[config.mk]
export PLATFORM = sky130hd
export DESIGN_NAME = tooth_period_rpm_meter
export DESIGN_NICKNAME = d
export VERILOG_FILES = /design/src/tprm_pkg.sv /design/src/tprm_ctrl.sv /design/src/tprm_dp.sv /design/src/tooth_period_rpm_meter.sv
export VERILOG_INCLUDE_DIRS = /design/src /design/src/src
export SDC_FILE = /design/constraint.sdc
export NUM_CORES = 2
export LEC_CHECK = 0
export ABC_AREA = 0
export BUFFER_PORTS_ARGS = -buffer_cell sky130_fd_sc_hd__clkbuf_2
export CORE_ASPECT_RATIO = 0.6
export CORE_MARGIN = 2
export CORE_UTILIZATION = 40
export DETAILED_ROUTE_END_ITERATION = 7
export PLACE_DENSITY_LB_ADDON = 0.2
export SKIP_LAST_GASP = 1
export SLEW_MARGIN = 10
export SYNTH_ARGS = -nofsm -noshare
export SYNTH_HDL_FRONTEND = slang
export SYNTH_SLANG_ARGS = --single-unit
[constraint.sdc]
create_clock -name i_clk -period 19.8 [get_ports i_clk]
set_input_delay 1.98 -clock i_clk [delete_from_list [all_inputs] [get_ports i_clk]]
set_output_delay 1.98 -clock i_clk [all_outputs]
set_load 0.01 [all_outputs]
[src/tooth_period_rpm_meter_macros.svh]
// Assertion shorthands shared by the meter's modules.
// They sample on i_clk and stay quiet while i_rst_n is low.
`ifndef TOOTH_PERIOD_RPM_METER_MACROS_SVH
`define TOOTH_PERIOD_RPM_METER_MACROS_SVH

// The consequent must hold in the same cycle as the antecedent.
`define TPRM_CHECK_NOW(label, ante, cons) \
    label: assert property (@(posedge i_clk) disable iff (!i_rst_n) (ante) |-> (cons)) \
        else $error("tprm: same-cycle check failed");

// The consequent must hold in the cycle after the antecedent.
`define TPRM_CHECK_NEXT(label, ante, cons) \
    label: assert property (@(posedge i_clk) disable iff (!i_rst_n) (ante) |=> (cons)) \
        else $error("tprm: next-cycle check failed");

`endif

[src/tprm_pkg.sv]
`default_nettype none

package tprm_pkg;

    // Ring of stored tooth-edge timestamps.
    localparam int RING_DEPTH = 16;
    localparam int SLOT_W     = (RING_DEPTH > 1) ? $clog2(RING_DEPTH) : 1;
    localparam int FILL_W     = $clog2(RING_DEPTH + 1);
    localparam int CNT_W      = SLOT_W;

    // Field widths.
    localparam int TIME_W  = 48;
    localparam int GAP_W   = 32;
    localparam int TEETH_W = 16;
    localparam int RPM_W   = 32;
    localparam int CFG_W   = 32;

    // Sum of up to RING_DEPTH-1 gaps, each below 2^32.
    localparam int SUM_W  = GAP_W + CNT_W;
    // Divisor is sum times teeth per revolution.
    localparam int DEN_W  = SUM_W + TEETH_W;
    // 60 s * 1e6 us * 256 fractional steps, below 2^34.
    localparam int SCALE_W = 34;
    localparam longint unsigned RPM_SCALE = 64'd15360000000;
    localparam int NUM_W  = SCALE_W + CNT_W;
    localparam int DIVC_W = $clog2(NUM_W);

    // Register reset values.
    localparam logic [TEETH_W-1:0] TEETH_RESET   = 16'd1;
    localparam logic [GAP_W-1:0]   MAX_GAP_RESET = 32'd1000000;

    // Configuration register indexes.
    localparam logic CFG_TEETH   = 1'b0;
    localparam logic CFG_MAX_GAP = 1'b1;

    // Request function codes.
    typedef enum logic [1:0] {
        FUNC_EDGE    = 2'd0,
        FUNC_COMPUTE = 2'd1,
        FUNC_TIMEOUT = 2'd2
    } t_func;

    // Controller states.
    typedef enum logic [2:0] {
        S_IDLE,
        S_WALK,
        S_CUT,
        S_DIV,
        S_DONE
    } t_state;

    // Commands from the controller to the datapath.
    typedef struct packed {
        logic do_edge;
        logic do_timeout;
        logic zero_out;
        logic walk_load;
        logic walk_run;
        logic cut;
        logic div_step;
        logic div_done;
    } t_dp_cmd;

    // Status from the datapath to the controller.
    typedef struct packed {
        logic fill_ge2;
        logic walk_done;
        logic no_pass;
        logic div_last;
    } t_dp_sts;

endpackage

`default_nettype wire

[src/tprm_ctrl.sv]
`default_nettype none

module tprm_ctrl (
    input  wire logic             i_clk,
    input  wire logic             i_rst_n,
    input  wire logic             start,
    input  wire logic [1:0]       i_func,
    input  wire tprm_pkg::t_dp_sts i_sts,
    output logic                  busy,
    output tprm_pkg::t_dp_cmd     o_cmd
);
    import tprm_pkg::*;

    t_state r_state;
    t_state n_state;

    // State register.
    always_ff @(posedge i_clk) begin
        if (!i_rst_n) begin
            r_state <= S_IDLE;
        end else begin
            r_state <= n_state;
        end
    end

    // Next state and datapath commands.
    always_comb begin
        n_state = r_state;
        o_cmd   = '0;
        case (r_state)
            S_IDLE: begin
                if (start) begin
                    case (t_func'(i_func))
                        FUNC_EDGE: begin
                            o_cmd.do_edge = 1'b1;
                        end
                        FUNC_COMPUTE: begin
                            if (i_sts.fill_ge2) begin
                                o_cmd.walk_load = 1'b1;
                                n_state         = S_WALK;
                            end else begin
                                o_cmd.zero_out = 1'b1;
                            end
                        end
                        FUNC_TIMEOUT: begin
                            o_cmd.do_timeout = 1'b1;
                        end
                        default: begin
                            o_cmd.zero_out = 1'b1;
                        end
                    endcase
                end
            end
            S_WALK: begin
                o_cmd.walk_run = 1'b1;
                if (i_sts.walk_done) begin
                    n_state = S_CUT;
                end
            end
            S_CUT: begin
                // The ring is cut back here; with no passing gap the request ends.
                o_cmd.cut = 1'b1;
                if (i_sts.no_pass) begin
                    o_cmd.zero_out = 1'b1;
                    n_state        = S_IDLE;
                end else begin
                    n_state = S_DIV;
                end
            end
            S_DIV: begin
                o_cmd.div_step = 1'b1;
                if (i_sts.div_last) begin
                    n_state = S_DONE;
                end
            end
            S_DONE: begin
                o_cmd.div_done = 1'b1;
                n_state        = S_IDLE;
            end
            default: begin
                n_state = S_IDLE;
            end
        endcase
    end

    assign busy = (r_state != S_IDLE);

endmodule

`default_nettype wire

[src/tprm_dp.sv]
`default_nettype none

`include "tooth_period_rpm_meter_macros.svh"

module tprm_dp (
    input  wire logic          i_clk,
    input  wire logic          i_rst_n,
    input  wire tprm_pkg::t_dp_cmd i_cmd,
    output tprm_pkg::t_dp_sts  o_sts,
    input  wire logic [47:0]   i_now_us,
    input  wire logic          i_cfg_we,
    input  wire logic          i_cfg_index,
    input  wire logic [31:0]   i_cfg_data,
    output logic               o_strobe,
    output logic [31:0]        o_rpm_x256,
    output logic               o_edge_seen
);
    import tprm_pkg::*;

    // Configuration registers.
    logic [TEETH_W-1:0] r_teeth;
    logic [GAP_W-1:0]   r_max_gap;

    // Architectural state.
    logic [TIME_W-1:0]  r_ring [RING_DEPTH];
    logic [SLOT_W-1:0]  r_write_slot;
    logic [FILL_W-1:0]  r_fill;
    logic [TIME_W-1:0]  r_last_edge;
    logic [RPM_W-1:0]   r_held;

    // Ring walk.
    logic [SLOT_W-1:0]  r_rd_addr;
    logic [FILL_W-1:0]  r_left;
    logic               r_pend;
    logic [TIME_W-1:0]  r_rdata;
    logic [TIME_W-1:0]  r_newer;
    logic [SUM_W-1:0]   r_sum;
    logic [CNT_W-1:0]   r_count;

    // Divider.
    logic [NUM_W-1:0]   r_num;
    logic [DEN_W-1:0]   r_den;
    logic [DEN_W-1:0]   r_rem;
    logic [NUM_W-1:0]   r_quo;
    logic [DIVC_W-1:0]  r_div_cnt;

    // Result register.
    logic               r_out_valid;
    logic [RPM_W-1:0]   r_out_rpm;
    logic               r_out_edge;

    logic [SLOT_W:0]    start_sum;
    logic [SLOT_W-1:0]  start_addr;
    logic [SLOT_W-1:0]  addr_dec;
    logic [SLOT_W-1:0]  slot_inc;
    logic               rd_en;
    logic [TIME_W-1:0]  gap;
    logic               gap_pass;
    logic [TIME_W-1:0]  idle_time;
    logic               timed_out;
    logic               mem_we;
    logic [SLOT_W-1:0]  mem_waddr;
    logic [TIME_W-1:0]  mem_wdata;
    logic [DEN_W:0]     rem_sh;
    logic [DEN_W:0]     rem_diff;
    logic               q_bit;
    logic [RPM_W-1:0]   rpm_sat;
    logic [3:0]         finish_vec;
    logic               finishing;
    logic               single_stamp;

    // Ring address arithmetic, modulo the ring depth.
    always_comb begin
        start_sum  = {1'b0, r_write_slot} + (SLOT_W + 1)'(RING_DEPTH - 2);
        start_addr = (start_sum >= (SLOT_W + 1)'(RING_DEPTH))
                     ? SLOT_W'(start_sum - (SLOT_W + 1)'(RING_DEPTH))
                     : SLOT_W'(start_sum);
        addr_dec   = (r_rd_addr == '0) ? SLOT_W'(RING_DEPTH - 1) : r_rd_addr - 1'b1;
        slot_inc   = (r_write_slot == SLOT_W'(RING_DEPTH - 1)) ? '0 : r_write_slot + 1'b1;
    end

    // Gap between the newer stamp and the one just read; times wrap modulo 2^48.
    assign rd_en     = i_cmd.walk_run && (r_left != '0);
    assign gap       = r_newer - r_rdata;
    assign gap_pass  = (gap < {{(TIME_W - GAP_W){1'b0}}, r_max_gap});
    assign idle_time = i_now_us - r_last_edge;
    assign timed_out = (idle_time > {{(TIME_W - GAP_W){1'b0}}, r_max_gap});

    // An edge writes its stamp; the cut moves the newest stamp to slot zero.
    assign mem_we    = i_cmd.do_edge || i_cmd.cut;
    assign mem_waddr = i_cmd.cut ? '0 : r_write_slot;
    assign mem_wdata = i_cmd.cut ? r_last_edge : i_now_us;

    // Stamp memory with registered read.
    always_ff @(posedge i_clk) begin
        if (mem_we) begin
            r_ring[mem_waddr] <= mem_wdata;
        end
        if (rd_en) begin
            r_rdata <= r_ring[r_rd_addr];
        end
    end

    // Configuration registers.
    always_ff @(posedge i_clk) begin
        if (!i_rst_n) begin
            r_teeth   <= TEETH_RESET;
            r_max_gap <= MAX_GAP_RESET;
        end else if (i_cfg_we) begin
            case (i_cfg_index)
                CFG_TEETH:   r_teeth   <= i_cfg_data[TEETH_W-1:0];
                CFG_MAX_GAP: r_max_gap <= i_cfg_data;
                default: begin
                end
            endcase
        end
    end

    // Ring pointer, fill count and last edge time.
    always_ff @(posedge i_clk) begin
        if (!i_rst_n) begin
            r_write_slot <= '0;
            r_fill       <= '0;
            r_last_edge  <= '0;
        end else if (i_cmd.do_edge) begin
            r_write_slot <= slot_inc;
            if (r_fill != FILL_W'(RING_DEPTH)) begin
                r_fill <= r_fill + 1'b1;
            end
            r_last_edge <= i_now_us;
        end else if (i_cmd.cut) begin
            r_write_slot <= SLOT_W'(1 % RING_DEPTH);
            r_fill       <= FILL_W'(1);
        end
    end

    // Walk from the newest stamp back, summing the gaps that pass.
    always_ff @(posedge i_clk) begin
        if (!i_rst_n) begin
            r_left <= '0;
            r_pend <= 1'b0;
        end else if (i_cmd.walk_load) begin
            r_left <= r_fill - 1'b1;
            r_pend <= 1'b0;
        end else if (i_cmd.walk_run) begin
            r_pend <= (r_left != '0);
            if (r_left != '0) begin
                r_left <= r_left - 1'b1;
            end
        end
    end

    always_ff @(posedge i_clk) begin
        if (i_cmd.walk_load) begin
            r_rd_addr <= start_addr;
            r_newer   <= r_last_edge;
            r_sum     <= '0;
            r_count   <= '0;
        end else if (i_cmd.walk_run) begin
            if (r_left != '0) begin
                r_rd_addr <= addr_dec;
            end
            if (r_pend) begin
                r_newer <= r_rdata;
                if (gap_pass) begin
                    r_sum   <= r_sum + SUM_W'(gap[GAP_W-1:0]);
                    r_count <= r_count + 1'b1;
                end
            end
        end
    end

    // Restoring divider step: one quotient bit per cycle.
    always_comb begin
        rem_sh   = {r_rem, r_num[NUM_W-1]};
        rem_diff = rem_sh - {1'b0, r_den};
        q_bit    = ~rem_diff[DEN_W];
    end

    // A zero divisor yields an all-ones quotient, which saturates below.
    always_ff @(posedge i_clk) begin
        if (i_cmd.cut) begin
            r_num <= NUM_W'(RPM_SCALE) * NUM_W'(r_count);
            r_den <= DEN_W'(r_sum) * DEN_W'(r_teeth);
            r_rem <= '0;
            r_quo <= '0;
        end else if (i_cmd.div_step) begin
            r_num <= {r_num[NUM_W-2:0], 1'b0};
            r_rem <= q_bit ? rem_diff[DEN_W-1:0] : rem_sh[DEN_W-1:0];
            r_quo <= {r_quo[NUM_W-2:0], q_bit};
        end
    end

    always_ff @(posedge i_clk) begin
        if (!i_rst_n) begin
            r_div_cnt <= '0;
        end else if (i_cmd.cut) begin
            r_div_cnt <= DIVC_W'(NUM_W - 1);
        end else if (i_cmd.div_step && (r_div_cnt != '0)) begin
            r_div_cnt <= r_div_cnt - 1'b1;
        end
    end

    assign rpm_sat = (|r_quo[NUM_W-1:RPM_W]) ? '1 : r_quo[RPM_W-1:0];

    // Commands that end a request and so produce a result.
    assign finish_vec = {i_cmd.do_edge, i_cmd.do_timeout, i_cmd.zero_out, i_cmd.div_done};
    assign finishing  = |finish_vec;

    // Held speed and the one-cycle result strobe.
    always_ff @(posedge i_clk) begin
        if (!i_rst_n) begin
            r_held      <= '0;
            r_out_valid <= 1'b0;
        end else begin
            r_out_valid <= finishing;
            if (i_cmd.div_done) begin
                r_held <= rpm_sat;
            end else if (i_cmd.do_timeout && timed_out) begin
                r_held <= '0;
            end
        end
    end

    always_ff @(posedge i_clk) begin
        r_out_edge <= i_cmd.do_edge;
        if (i_cmd.div_done) begin
            r_out_rpm <= rpm_sat;
        end else if (i_cmd.do_timeout) begin
            r_out_rpm <= timed_out ? '0 : r_held;
        end else begin
            r_out_rpm <= '0;
        end
    end

    // Status to the controller.
    always_comb begin
        o_sts.fill_ge2  = (r_fill >= FILL_W'(2));
        o_sts.walk_done = (r_left == '0) && !r_pend;
        o_sts.no_pass   = (r_count == '0);
        o_sts.div_last  = (r_div_cnt == '0);
    end

    assign o_strobe    = r_out_valid;
    assign o_rpm_x256  = r_out_rpm;
    assign o_edge_seen = r_out_edge;

    // Only the newest stamp is left, in slot zero.
    assign single_stamp = (r_fill == FILL_W'(1)) && (r_write_slot == SLOT_W'(1 % RING_DEPTH));

    // Every finishing command produces exactly one strobe in the next cycle.
    `TPRM_CHECK_NEXT(a_result_follows, finishing, r_out_valid)
    // At most one finishing command is issued at a time.
    `TPRM_CHECK_NOW(a_one_finisher, 1'b1, $onehot0(finish_vec))
    // The fill count never passes the ring depth.
    `TPRM_CHECK_NOW(a_fill_bounded, 1'b1, r_fill <= FILL_W'(RING_DEPTH))
    // After a cut only the newest stamp remains, in slot zero.
    `TPRM_CHECK_NEXT(a_cut_keeps_one, i_cmd.cut, single_stamp)

endmodule

`default_nettype wire

[src/tooth_period_rpm_meter.sv]
// Tooth edge, timeout check, undefined select and compute with fewer than two stamps: strobe
// in the cycle after acceptance, next request taken in the following cycle. Compute with two
// or more stamps: busy through the ring walk, the product step, one-bit divider steps
// over the 38-bit quotient and a finish step, or through the walk and the cut when no gap
// passes; the strobe comes in the cycle busy falls. Synchronous active-low reset restores the
// ring pointers, held speed and registers; the receiver cannot stall the strobe.
`default_nettype none

module tooth_period_rpm_meter (
    input  wire logic        i_clk,
    input  wire logic        i_rst_n,
    input  wire logic        start,
    output logic             busy,
    input  wire logic [1:0]  i_func,
    input  wire logic [47:0] i_now_us,
    output logic             o_strobe,
    output logic [31:0]      o_rpm_x256,
    output logic             o_edge_seen,
    input  wire logic        i_cfg_valid,
    output logic             o_cfg_ready,
    input  wire logic        i_cfg_index,
    input  wire logic [31:0] i_cfg_data
);
    import tprm_pkg::*;

    t_dp_cmd cmd;
    t_dp_sts sts;
    logic    cfg_we;

    // Configuration is taken only while idle and no request is being offered.
    assign o_cfg_ready = ~busy & ~start;
    assign cfg_we      = i_cfg_valid & o_cfg_ready;

    tprm_ctrl u_ctrl (
        .i_clk   (i_clk),
        .i_rst_n (i_rst_n),
        .start   (start),
        .i_func  (i_func),
        .i_sts   (sts),
        .busy    (busy),
        .o_cmd   (cmd)
    );

    tprm_dp u_dp (
        .i_clk       (i_clk),
        .i_rst_n     (i_rst_n),
        .i_cmd       (cmd),
        .o_sts       (sts),
        .i_now_us    (i_now_us),
        .i_cfg_we    (cfg_we),
        .i_cfg_index (i_cfg_index),
        .i_cfg_data  (i_cfg_data),
        .o_strobe    (o_strobe),
        .o_rpm_x256  (o_rpm_x256),
        .o_edge_seen (o_edge_seen)
    );

endmodule

`default_nettype wire
==> impl_metrics.prom <==
# TYPE chip_impl_metric gauge
chip_impl_info{name="status",value="finished, final reports clean"} 1
chip_impl_metric{name="worstPathMaxFanout",unit=""} 18
chip_impl_metric{name="number_of_port_buffers",unit=""} 122
chip_impl_metric{name="final_hold_viol_count",unit=""} 0
chip_impl_metric{name="grt_first_pass_wirelength",unit="mm"} 339.2
chip_impl_metric{name="slew_headroom",unit="%"} 8.627
chip_impl_metric{name="worst-slew-pin-transition",unit="ps"} 1362
chip_impl_metric{name="synth.top_cell.area_share",unit="%"} 36.44
chip_impl_info{name="setup.worst_path.start_class",value="flip-flop"} 1
chip_impl_metric{name="yosys_warnings",unit=""} 0
chip_impl_metric{name="largest_net_degree_at_the_start_of_global_routing",unit=""} 107
chip_impl_metric{name="vdd.ir_drop.worst",unit="uV"} 74.67
chip_impl_metric{name="pwr_density_cell",unit="nW/um^2"} 86.59
chip_impl_metric{name="drc_markers",unit=""} 0
chip_impl_metric{name="viasPerCell",unit=""} 5.513
chip_impl_metric{name="initial_core_util",unit="%"} 40.19
chip_impl_metric{name="post_synth.cell_area_avg",unit="sq um"} 11.20
chip_impl_metric{name="antenna_violating_nets_post_route",unit=""} 0
chip_impl_info{name="end_kind",value="flip-flop"} 1
chip_impl_metric{name="cts_buffers",unit=""} 119
chip_impl_metric{name="hpwl",unit="mm"} 155.6
chip_impl_metric{name="leakage_power",unit="nW"} 33.39
chip_impl_metric{name="syn-instance-count",unit=""} 6928
chip_impl_info{name="clock_tree.root_cell",value="clkbuf_16"} 1
chip_impl_metric{name="chipHeight",unit="microns"} 345.2
chip_impl_info{name="postSynth.topFlopCell",value="edfxtp_1"} 1
chip_impl_metric{name="worst-endpoint-required",unit="ps"} 20320
chip_impl_metric{name="cts-root-to-sink-buffers",unit=""} 3
chip_impl_info{name="worstHoldPathType",value="reg2reg"} 1
chip_impl_metric{name="timing.critical_path.arrival",unit="ps"} 9180
chip_impl_metric{name="post_synthesis_async_set_or_reset_flop_share",unit="%"} 0
chip_impl_metric{name="core.rowCount",unit=""} 125
chip_impl_info{name="cpLargestDelayFamily",value="compound AO/OA/AOI/OAI gates"} 1
chip_impl_metric{name="drt_iter0_drc",unit=""} 5316
chip_impl_metric{name="clk_latency",unit="ps"} 780
chip_impl_metric{name="fraction_of_layout_instances_using_a_drive_strength_above_1",unit="%"} 10.37
chip_impl_metric{name="place_congestion",unit=""} 0.9889
chip_impl_metric{name="num_vias",unit=""} 53190
chip_impl_metric{name="grt.total_usage",unit="%"} 22.58
chip_impl_metric{name="critical-path-max-stage-delay",unit="ps"} 950
chip_impl_info{name="post_synth_main_area_contributors",value="edfxtp_1 36%, fa_1 12%, dfxtp_1 8.1%, mux4_2 7.0%, ha_1 6.4%"} 1
chip_impl_metric{name="floorplan.die_area",unit="sq um"} 197700
chip_impl_info{name="tritoncts",value="done"} 1
chip_impl_metric{name="grt_pass1_vias",unit=""} 52450
chip_impl_metric{name="setup-tns-final",unit="ps"} 0
chip_impl_metric{name="cts_setup_buffers",unit=""} 0
chip_impl_info{name="worst_path_max_delay_cell",value="dfxtp_1"} 1
chip_impl_metric{name="finClkSkew",unit="ps"} 64.28
chip_impl_info{name="cells_traversed_along_the_worst_timing_path",value="nand2_1 -> fa_1 -> fa_1 -> fa_1 -> fa_1 -> inv_1 -> fa_1 -> fa_1 -> ha_1 -> a21o_1 -> a21o_1 -> a21oi_1 -> a2bb2oi_1 -> a21oi_1 -> o21ai_0 -> a21oi_1 -> o311ai_0 -> a221oi_1 -> o41ai_1 -> o21ai_0 -> xnor2_1"} 1
chip_impl_metric{name="min_period_over_period",unit="%"} 43.74
chip_impl_metric{name="synth_seq_area_share",unit="%"} 44.59
chip_impl_metric{name="wl_per_cell",unit="microns"} 23.28
chip_impl_info{name="netlist_top_cells_count",value="992 x nand2_1, 942 x edfxtp_1, 733 x inv_1"} 1
chip_impl_metric{name="final_wirelength",unit="mm"} 224.6
chip_impl_metric{name="post_synth_instance_area",unit="sq um"} 77630
chip_impl_metric{name="initial_antenna_violation_count",unit=""} 15
chip_impl_metric{name="fp.coreArea",unit="sq um"} 193200
chip_impl_metric{name="clk_pin_slew",unit="ps"} 70
chip_impl_metric{name="flow.area_growth_from_synthesis",unit="%"} 10.04
chip_impl_metric{name="synth_edf_count",unit=""} 942
chip_impl_metric{name="max_cap_viol_count",unit=""} 0
chip_impl_info{name="synthDominantAreaCellType",value="edfxtp_1"} 1
chip_impl_metric{name="max_transition_viols_final",unit=""} 0
chip_impl_metric{name="number_of_flip_flops_and_latches_in_the_synthesized_netlist",unit=""} 1258
chip_impl_metric{name="period_minus_slack",unit="ps"} 8661
chip_impl_metric{name="synth_cell_types",unit=""} 80
chip_impl_metric{name="clock_tree.htree_level_count",unit=""} 3
chip_impl_info{name="synthMostInstantiatedCell",value="nand2_1"} 1
chip_impl_metric{name="die_wd",unit="microns"} 572.7
chip_impl_metric{name="final_core_util",unit="%"} 44.23
chip_impl_metric{name="synth_nets",unit=""} 7890
chip_impl_metric{name="max_clock_freq",unit="MHz"} 115.5
chip_impl_metric{name="nNetsFinal",unit=""} 7896
chip_impl_metric{name="finalSetupViolations",unit=""} 0
chip_impl_metric{name="first_pass_iteration_count_of_the_detailed_router",unit=""} 6
chip_impl_info{name="rsz0062_at_grt",value="false"} 1
chip_impl_metric{name="gr-total-overflow",unit=""} 0
chip_impl_info{name="crit_top_cell",value="fa_1"} 1
chip_impl_metric{name="critical_path_buf_inv_count",unit=""} 1
chip_impl_metric{name="post_cts_resized",unit=""} 0
chip_impl_info{name="crit_path_category",value="reg2reg"} 1
chip_impl_metric{name="tritoncts_num_sinks",unit=""} 1258
chip_impl_metric{name="io_pins",unit=""} 123
chip_impl_metric{name="postCtsHoldBufs",unit=""} 0
==> worst min-delay path: stages (launching register included) <==
cell,delay (ps)
dfxtp_1,310
nand2_1,50
nand2_1,40
==> final cells by class <==
type / instances / area, sq um
fillers: 18000 / 107700
multi-input cells: 4574 / 39070
flip-flops and latches: 1258 / 34620
well taps: 2603 / 3257
clock buffers: 149 / 3223
inverters: 735 / 2764
repair buffers: 246 / 1624
clock inverters: 77 / 853.3
diodes: 5 / 12.51
==> cells in the final DEF, fill, tap and decap left out, drive strengths merged, types with 12 or more instances in the layout <==
cell type / count
a31oi: 26
o21bai: 34
and3: 25
fa: 481
nor3: 46
nand4: 98
buf: 125
o21a: 48
o221ai: 34
xnor2: 141
and2: 258
or2: 12
mux2i: 48
mux4: 240
nor2b: 32
inv: 744
o31ai: 24
ha: 394
nor2: 257
bufinv: 14
a21o: 118
clkinv: 49
nand3: 165
edfxtp: 942
o211ai: 25
or3: 18
clkbuf: 270
o21ai: 345
xor2: 88
a211oi: 34
dfxtp: 316
nand2: 992
nand2b: 32
a21oi: 395
==> through the flow <==
step                setup slack [ps]  cells  power, mW  cell area (sq um)  hold WS [ps]
floorplan                      12920   6928      4.474              77630         417.0
global placement               11460   9413      4.999              81260         429.5
CTS                            11270   9642      7.448              85410         452.8
detailed placement             11260   9416      5.006              81330         442.7
global route                   10720   9643      7.837              85410         470.8
finish                         11140   9647      7.396              85420         448.8
==> state kept, by name (all words and copies together) (netlist names), 4 cells and up <==
signal             count
u_dp.r_den            52
u_dp.r_last_edge      48
u_dp.r_write_slot      4
u_dp.o_rpm_x256       32
u_dp.r_count           4
u_dp.r_rdata          48
u_dp.r_quo            38
u_dp.r_rem            52
u_dp.r_left            5
u_dp.r_held           32
u_dp.r_newer          48
u_dp.r_ring          768
u_dp.r_div_cnt         6
u_dp.r_sum            36
u_dp.r_rd_addr         4
u_dp.r_max_gap        32
u_dp.r_teeth          16
u_dp.r_fill            5
u_dp.r_num            22
==> path summary, 6_finish.rpt <==
| path | from | endpoint | slack, ps | depth (start not counted) |
|---|---|---|---|---|
| max | u_dp.r_sum[8]$_SDFFE_PP0P_ | u_dp.r_den[50]$_DFFE_PP_ | 11140 | 21 |
| min | u_dp.r_quo[37]$_SDFFE_PP0P_ | u_dp.r_quo[37]$_SDFFE_PP0P_ | 450 | 2 |
| max reg2reg | u_dp.r_sum[8]$_SDFFE_PP0P_ | u_dp.r_den[50]$_DFFE_PP_ | 11140 | 21 |
| min reg2reg | u_dp.r_quo[37]$_SDFFE_PP0P_ | u_dp.r_quo[37]$_SDFFE_PP0P_ | 450 | 2 |
==> power breakdown <==
part / leakage (nW) / internal, mW / switching, mW / total (mW)
combinational: 20.4 / 0.781 / 1.16 / 1.94
sequential: 11.0 / 2.92 / 0.108 / 3.03
clock: 1.99 / 1.34 / 1.08 / 2.43
total: 33.4 / 5.05 / 2.35 / 7.40
==> cell families (layout without fill, tap and decap cells) <==
logic type,count (synthesis),count (layout),share of synthesized area [%]
AOI/OAI and AO/OA,1190,1190,9.331
xor gates and xnor gates,229,229,2.584
adders and majority gates,875,875,18.76
buffers and inverters,1096,1207,5.316
DFF,1258,1258,44.59
muxes,290,290,7.616
other,0,5,0
and+or+nand+nor,1990,1990,11.81
==> layer usage <==
metal	vias to the layer above	wire length (microns)	GRT usage, %
met3	251	18250	4.884
met5	-	195	0.3826
li1	24180	-	-
met4	18	4448	4.562
met1	26900	108500	35.12
met2	1837	93170	32.02
Note: power is estimated with default switching activity, not from simulation.
